$ cat config.mk
export PLATFORM = sky130hd
export DESIGN_NAME = kdrc_front_flat
export DESIGN_NICKNAME = d
export VERILOG_FILES = /design/src/kdrc_pkg.sv /design/src/kdrc_in_if.sv /design/src/kdrc_front.sv /design/src/flat_wrapper.sv
export SDC_FILE = /design/constraint.sdc
export NUM_CORES = 1
export LEC_CHECK = 0
export BUFFER_PORTS_ARGS = -buffer_cell sky130_fd_sc_hd__buf_2
export CAP_MARGIN = 20
export CORE_ASPECT_RATIO = 1.5
export CORE_MARGIN = 2
export CORE_UTILIZATION = 55
export CTS_BUF_LIST = sky130_fd_sc_hd__clkbuf_16
export DETAILED_ROUTE_END_ITERATION = 8
export HOLD_SLACK_MARGIN = 0.03
export PLACE_DENSITY = 0.83
export SYNTH_ARGS = -nofsm -noshare
export SYNTH_HDL_FRONTEND = slang
export SYNTH_SLANG_ARGS = --single-unit
$ cat constraint.sdc
create_clock -name clk -period 11.46 [get_ports clk]
set_input_delay 1.146 -clock clk [delete_from_list [all_inputs] [get_ports clk]]
set_output_delay 1.146 -clock clk [all_outputs]
set_load 0.01 [all_outputs]
$ cat src/kdrc_pkg.sv
`timescale 1ns / 1ps

package kdrc_pkg;

  localparam int LAYERS     = 10;
  localparam int COORD_BITS = 24;

  localparam int IDX_W      = LAYERS + 1;
  localparam int TABLE_SIZE = 1 << IDX_W;
  localparam int LEVEL_SIZE = 1 << LAYERS;
  localparam int FQ_PTR_W   = LAYERS;
  localparam int FQ_CNT_W   = LAYERS + 1;

  localparam int OP_W    = 2;
  localparam int NIDX_W  = 11;
  localparam int PT_W    = 24;
  localparam int RAD_W   = 26;
  localparam int BELOW_W = 11;
  localparam int CNT_W   = 11;
  localparam int TOTAL_W = 40;

  localparam int DIFF_W = COORD_BITS;
  localparam int SQ_W   = 2 * DIFF_W;
  localparam int SUM_W  = SQ_W + 2;
  localparam int ROOT_W = SUM_W / 2;

  localparam logic [OP_W-1:0] OP_WRITE = 2'd0;
  localparam logic [OP_W-1:0] OP_QUERY = 2'd1;
  localparam logic [OP_W-1:0] OP_CLEAR = 2'd2;

  typedef struct packed {
    logic [OP_W-1:0]    op;
    logic [IDX_W-1:0]   idx;
    logic [PT_W-1:0]    px;
    logic [PT_W-1:0]    py;
    logic [PT_W-1:0]    pz;
    logic [RAD_W-1:0]   ext;
    logic [BELOW_W-1:0] below;
  } cmd_t;

  typedef struct packed {
    logic [PT_W-1:0]    cx;
    logic [PT_W-1:0]    cy;
    logic [PT_W-1:0]    cz;
    logic [RAD_W-1:0]   ext;
    logic [BELOW_W-1:0] below;
  } node_t;

endpackage

$ cat src/kdrc_in_if.sv
`timescale 1ns / 1ps

interface kdrc_in_if;
  logic        valid;
  logic        ready;
  logic [1:0]  operation;
  logic [10:0] node_index;
  logic signed [23:0] point_x;
  logic signed [23:0] point_y;
  logic signed [23:0] point_z;
  logic [25:0] node_extent;
  logic [10:0] point_total;

  modport source (output valid, operation, node_index, point_x, point_y, point_z,
                  node_extent, point_total, input ready);
  modport sink (input valid, operation, node_index, point_x, point_y, point_z,
                node_extent, point_total, output ready);
endinterface

$ cat src/kdrc_front.sv
`timescale 1ns / 1ps

module kdrc_front (
  input  logic          clk,
  input  logic          rst_n,
  kdrc_in_if.sink       in_ch,
  output kdrc_pkg::cmd_t cmd,
  output logic          cmd_valid,
  input  logic          cmd_pop
);

  kdrc_pkg::cmd_t q_r [2];
  logic       wptr_r, wptr_nxt;
  logic       rptr_r, rptr_nxt;
  logic [1:0] cnt_r, cnt_nxt;
  logic       take;
  logic       keep;
  logic       push;
  logic       pop;
  kdrc_pkg::cmd_t incoming;

  // drop unused opcode and writes to node index zero
  always_comb begin
    keep = 1'b0;
    case (in_ch.operation)
      kdrc_pkg::OP_WRITE: keep = (in_ch.node_index != '0) &&
                                 ({1'b0, in_ch.node_index} < 12'(kdrc_pkg::TABLE_SIZE));
      kdrc_pkg::OP_QUERY: keep = 1'b1;
      kdrc_pkg::OP_CLEAR: keep = 1'b1;
      default:            keep = 1'b0;
    endcase
  end

  always_comb begin
    incoming.op    = in_ch.operation;
    incoming.idx   = in_ch.node_index[kdrc_pkg::IDX_W-1:0];
    incoming.px    = in_ch.point_x;
    incoming.py    = in_ch.point_y;
    incoming.pz    = in_ch.point_z;
    incoming.ext   = in_ch.node_extent;
    incoming.below = in_ch.point_total;
  end

  assign in_ch.ready = (cnt_r != 2'd2);
  assign take        = in_ch.valid && in_ch.ready;
  assign push        = take && keep;
  assign pop         = cmd_pop && cmd_valid;
  assign cmd_valid   = (cnt_r != 2'd0);
  assign cmd         = q_r[rptr_r];

  always_comb begin
    wptr_nxt = push ? ~wptr_r : wptr_r;
    rptr_nxt = pop ? ~rptr_r : rptr_r;
    cnt_nxt  = cnt_r + 2'(push) - 2'(pop);
  end

  always_ff @(posedge clk) begin
    if (!rst_n) begin
      wptr_r <= 1'b0;
      rptr_r <= 1'b0;
      cnt_r  <= 2'd0;
    end else begin
      wptr_r <= wptr_nxt;
      rptr_r <= rptr_nxt;
      cnt_r  <= cnt_nxt;
    end
  end

  always_ff @(posedge clk) begin
    if (push) begin
      q_r[wptr_r] <= incoming;
    end
  end

endmodule

$ cat src/flat_wrapper.sv
// flat-port wrapper written by rule: the top's interface ports become plain ports
module kdrc_front_flat 
  (clk, rst_n, cmd, cmd_valid, cmd_pop, in_ch_valid, in_ch_operation, in_ch_node_index, in_ch_point_x, in_ch_point_y, in_ch_point_z, in_ch_node_extent, in_ch_point_total, in_ch_ready);
  kdrc_in_if in_ch_i ();
  input  logic clk;
  input  logic rst_n;
  output kdrc_pkg::cmd_t cmd;
  output logic cmd_valid;
  input  logic cmd_pop;
  input wire logic [$bits(in_ch_i.valid)-1:0] in_ch_valid;
  input wire logic [$bits(in_ch_i.operation)-1:0] in_ch_operation;
  input wire logic [$bits(in_ch_i.node_index)-1:0] in_ch_node_index;
  input wire logic [$bits(in_ch_i.point_x)-1:0] in_ch_point_x;
  input wire logic [$bits(in_ch_i.point_y)-1:0] in_ch_point_y;
  input wire logic [$bits(in_ch_i.point_z)-1:0] in_ch_point_z;
  input wire logic [$bits(in_ch_i.node_extent)-1:0] in_ch_node_extent;
  input wire logic [$bits(in_ch_i.point_total)-1:0] in_ch_point_total;
  output wire logic [$bits(in_ch_i.ready)-1:0] in_ch_ready;
  assign in_ch_i.valid = in_ch_valid;
  assign in_ch_i.operation = in_ch_operation;
  assign in_ch_i.node_index = in_ch_node_index;
  assign in_ch_i.point_x = in_ch_point_x;
  assign in_ch_i.point_y = in_ch_point_y;
  assign in_ch_i.point_z = in_ch_point_z;
  assign in_ch_i.node_extent = in_ch_node_extent;
  assign in_ch_i.point_total = in_ch_point_total;
  assign in_ch_ready = in_ch_i.ready;
  kdrc_front u_core (.clk(clk), .rst_n(rst_n), .in_ch(in_ch_i), .cmd(cmd), .cmd_valid(cmd_valid), .cmd_pop(cmd_pop));
endmodule
**Word-level counts from Yosys, hierarchy flattened**

Memories as Yosys holds them, arrays and structs flattened. A register that Yosys moved wholly into a read port is not among the register bits.
Index checks and enable logic that the tools add are counted.

- Register bits after elaboration: 4
- Output and inout bits: 124
- Bits of input ports: 126
- Memory bits (writable): 244
- Memories kept: 1
- Logic and storage cells: 23

Memory list:

| name | words | bits a word | rd ports | clocked after memory_dff | write ports | RTL line | text |
|---|---|---|---|---|---|---|---|
| u_core.q_r | 2 | 122 | 1 | 1 | 1 | kdrc_front.sv:12 | `kdrc_pkg::cmd_t q_r [2];` |

- Add/sub/neg operators: 2
- Mux-type cells: 5
- Bitwise logic cells: 2
- Equal/unequal tests: 3
- Reductions and logical operators: 7

Operator list:

| operator | number |
|---|---|
| $reduce_bool A11 Y1 | 1 |
| $mux W1 | 4 |
| $logic_and A1 B1 Y1 | 3 |
| $add A2 B1 Y2 | 1 |
| $eq A2 B1 Y1 const B | 1 |
| $eq A2 B2 Y1 const B | 1 |
| $logic_not A2 Y1 | 1 |
| $ne A2 B2 Y1 const B | 1 |
| $not A1 Y1 | 2 |
| $pmux W1 S2 | 1 |
| $reduce_bool A2 Y1 | 1 |
| $reduce_or A2 Y1 | 1 |
| $sub A2 B1 Y2 | 1 |

**Depth between registers and ports, before layout**

- Depth after elaboration: 6
- Mapped depth: 10
- Gate-level depth less buffers: 10

**Least setup slack after synthesis**

Ideal clock, no wire load.

- Path kind: input -> register
- Start point: input port in_ch_operation[0]
- End point: memory u_core.q_r[1][0] in the netlist's numbering (enable)
- Library setup time: 0.605 ns
- Required time: 10.855 ns
- Path slack: 3.861 ns
- Data arrival time: 6.994 ns
- Buffers on the path: 0
- Cell stages on the path: 6
- Cells stage by stage: inv_1 > ha_1 > nor2_1 > nor3b_1 > nand3_1 > nor2_1

- Longest elaborated chain between the ends: 6
- Elaborated cells between the ends (all ways): 8

RTL lines:

| what | RTL line | text |
|---|---|---|
| start: declaration | flat_wrapper.sv:11 | `input wire logic [$bits(in_ch_i.operation)-1:0] in_ch_operation;` |
| $eq A2 B1 Y1 / $eq A2 B2 Y1 (equally long branches) | kdrc_front.sv:25 | `case (in_ch.operation)` |
| $reduce_or A2 Y1 (no source line) | n/a |  |
| $pmux W1 S2 * | kdrc_front.sv:25 |  |
| $logic_and A1 B1 Y1 * | kdrc_front.sv:46 | `assign push = take && keep;` |
| $mux W1 * | kdrc_front.sv:70 | `if (push) begin` |
| $mux W1 (implied by the code) * | kdrc_front.sv:71 | `q_r[wptr_r] <= incoming;` |
| end: declaration | kdrc_front.sv:12 |  |

Mark *: on every way between the ends. The rest lies on a longest branch, timed or not.

==> out/metrics.yaml <==
clock_sinks: 249
synth_top_family_by_area: "multiplexers"
avgSynthCellArea_um2: 21.90
area_delta_synth_final_pct: 23.71
io_buffers: 249
synthXorXnorAreaFrac_pct: 0.2870
grt_max_degree: 86
cts_resized: 0
die_w_um: 109.4
period_needed_ps: 3886
max_freq_ghz: 0.2573
drt_iter0_drc: 224
start_util_pct: 56.31
htreeDepth: 1
critPathLaunchType: "flip-flop"
clock-skew-final_ps: 10.04
gp_congestion: 0.7638
drcViolationCount: 0
drt-wirelength-per-cell_um: 19.37
yosys.area_share.simple_pct: 1.148
yosysTopAreaCellShare_pct: 80.02
rows: 57
ant_nets: 0
worst_slew_pin_slew_ps: 984.7
crit_fanout: 77
hold_viol: 0
slowest_stage: "buf_4"
fin_setup_tns_ps: 0
yosysMostFrequentCell: "edfxtp_1"
die_area_um2: 17720
leakagePower_nw: 4.220
pin_count: 250
dr.pass1.iters: 4
postCtsHoldBufs: 0
max_slew_margin_pct: 34.35
fillerInstances: 1097
ys_types: 20
cap_violations: 0
yosysWarnings: 0
drive_gt1_share_pct: 59.40
regArea_um2: 7431
clk_path_buf_depth: 3
vias: 4720
track_usage_pct: 18.95
grt_pass1_vias: 5013
cts_tree: "built"
worstSetupEndpointType: "output port"
p_int_mw: 1.680
design.core.area_um2: 16260
cts_setup_buffers: 0
synth_cells: 418
wl_um: 17570
fp.dieH_um: 162.0
overflow: 0
seq_power_share_pct: 49.5
syn_nets: 548
synth_ff_type: "edfxtp_1"
arrival_ps: 2740
synthMuxAreaShare_pct: 15.00
slew_viol_final: 0
synth-seq-cells: 249
antenna_found_initial: 6
synth_area_um2: 9156
synth_top_cell_by_area: "edfxtp_1"
finalPower_mw: 2.236
clock_latency_ps: 490
rsz0062_at_grt: "false"
p_clk_share_pct: 30.3
ctsRootBufferMaster: "clkbuf_16"
finalSetupViolCount: 0
critPathKind: "reg2out"
synth_area_leaders: "edfxtp_1 (80%), mux2_2 (15%), buf_6 (1.1%)"
nNetsFinal: 813
clk_pin_slew_worst_paths_ps: 60
routed_via_density: 5.204
async_flop_share_pct: 0
synth-adder-area-share_pct: 0.5466
combPwrFrac_pct: 20.1
min_path_type: "reg2reg"
synth_compound_area_share_pct: 0.1913
synth_edf_count: 244
outcome: "finished, final reports clean"
crit_path_cell_trace: "buf_4, mux2_2, buf_2"
fin_util_pct: 69.66
dp_hpwl_um: 11860
numCtsBuffers: 22
grt_pass1_wl_um: 25380
multi_input_area_um2: 1580
p_per_area_nw_per_um2: 197.4
ys_seq_area_share_pct: 81.12
fin_crit_sh_pct: 33.91
p_sw_share_pct: 24.87
max_stage_delay_ps: 850
p_switching_mw: 0.5561
ir_drop_uv: 148.6
synthTopCellsByCount: "edfxtp_1 (244), mux2_2 (122), buf_6 (9), inv_1 (8)"
crit_required_ps: 10310
==> worst max-delay path: cells and delay by family, from the launching register on <==
family	cells	cell delay, ps
flops	1	730
mux	1	430
buf+inv	2	990
==> cell usage in the layout, fill, tap and decap left out, types with 2 or more instances in the layout <==
| cell | instances |
|---|---|
| nand3_1 | 2 |
| clkinv_1 | 2 |
| nor2_1 | 4 |
| buf_4 | 3 |
| inv_1 | 15 |
| diode_2 | 4 |
| ha_1 | 4 |
| xnor2_1 | 2 |
| buf_2 | 249 |
| clkbuf_16 | 23 |
| dfxtp_1 | 4 |
| buf_16 | 2 |
| mux2_2 | 122 |
| clkinv_2 | 2 |
| nor4_2 | 3 |
| edfxtp_1 | 244 |
==> power groups by stage <==
stage          sequential, mW  combinational, mW  clock [mW]
3_3_place_gp             1.12              0.442           0
3_5_place_dp             1.13              0.449           0
6_report                 1.11              0.450       0.678
2_1_floorplan            1.11              0.312           0
4_1_cts                  1.11              0.453       0.695
5_1_grt                  1.11              0.482       0.726
==> logic make-up (layout without fill, tap and decap cells) <==
logic type	count (synthesis)	count (layout)
simple gates	16	16
compound gates	2	2
fa+ha+maj	4	4
mux	122	122
buf+inv	22	301
other cells	0	4
xor+xnor	3	3
flops	249	249
==> metrics by stage <==
| step | cells | worst slack [ps] | hold WS, ps | instance area [um2] |
|---|---|---|---|---|
| global route | 905 | 7415 | 549.0 | 11320 |
| floorplan | 418 | 3861 | 480.0 | 9156 |
| global placement | 862 | 7016 | 495.3 | 10570 |
| detailed placement | 862 | 6913 | 505.1 | 10570 |
| CTS | 900 | 7415 | 530.0 | 11240 |
| finish | 907 | 7574 | 529.1 | 11330 |
==> area by class of cell <==
cell class	instances	area share (%)
sequential	249	65.60
tap	206	2.275
multi-input combinational	147	13.95
clock buffer	23	5.081
antenna	4	0.08837
timing repair buffer	255	11.86
clock inverter	15	0.8505
inverter	8	0.2872
==> metal layers <==
layer	global-route usage (%)	vias to the layer above	wire (um)
li1	-	2185	-
met1	19.47	2311	5894
met2	35.55	181	9911
met3	4.414	39	1161
met4	8.400	4	575
met5	0	-	27
==> worst paths after layout <==
kind	startpoint	slack [ps]	cells past startpoint	to
worst max-delay path	flip-flop	7570	3	cmd[34]
worst min-delay path	u_core.rptr_r	530	2	flip-flop
worst max register to register	u_core.cnt_r[0]	9190	6	u_core.q_r[0][19]
worst min register to register	u_core.rptr_r	530	2	flip-flop
==> registers in the layout, indices dropped and copies added (netlist names), named ones only <==
register / count
u_core.wptr_r: 1
u_core.rptr_r: 1
u_core.q_r: 244
u_core.cnt_r: 2
Note: power is estimated with default switching activity, not from simulation.
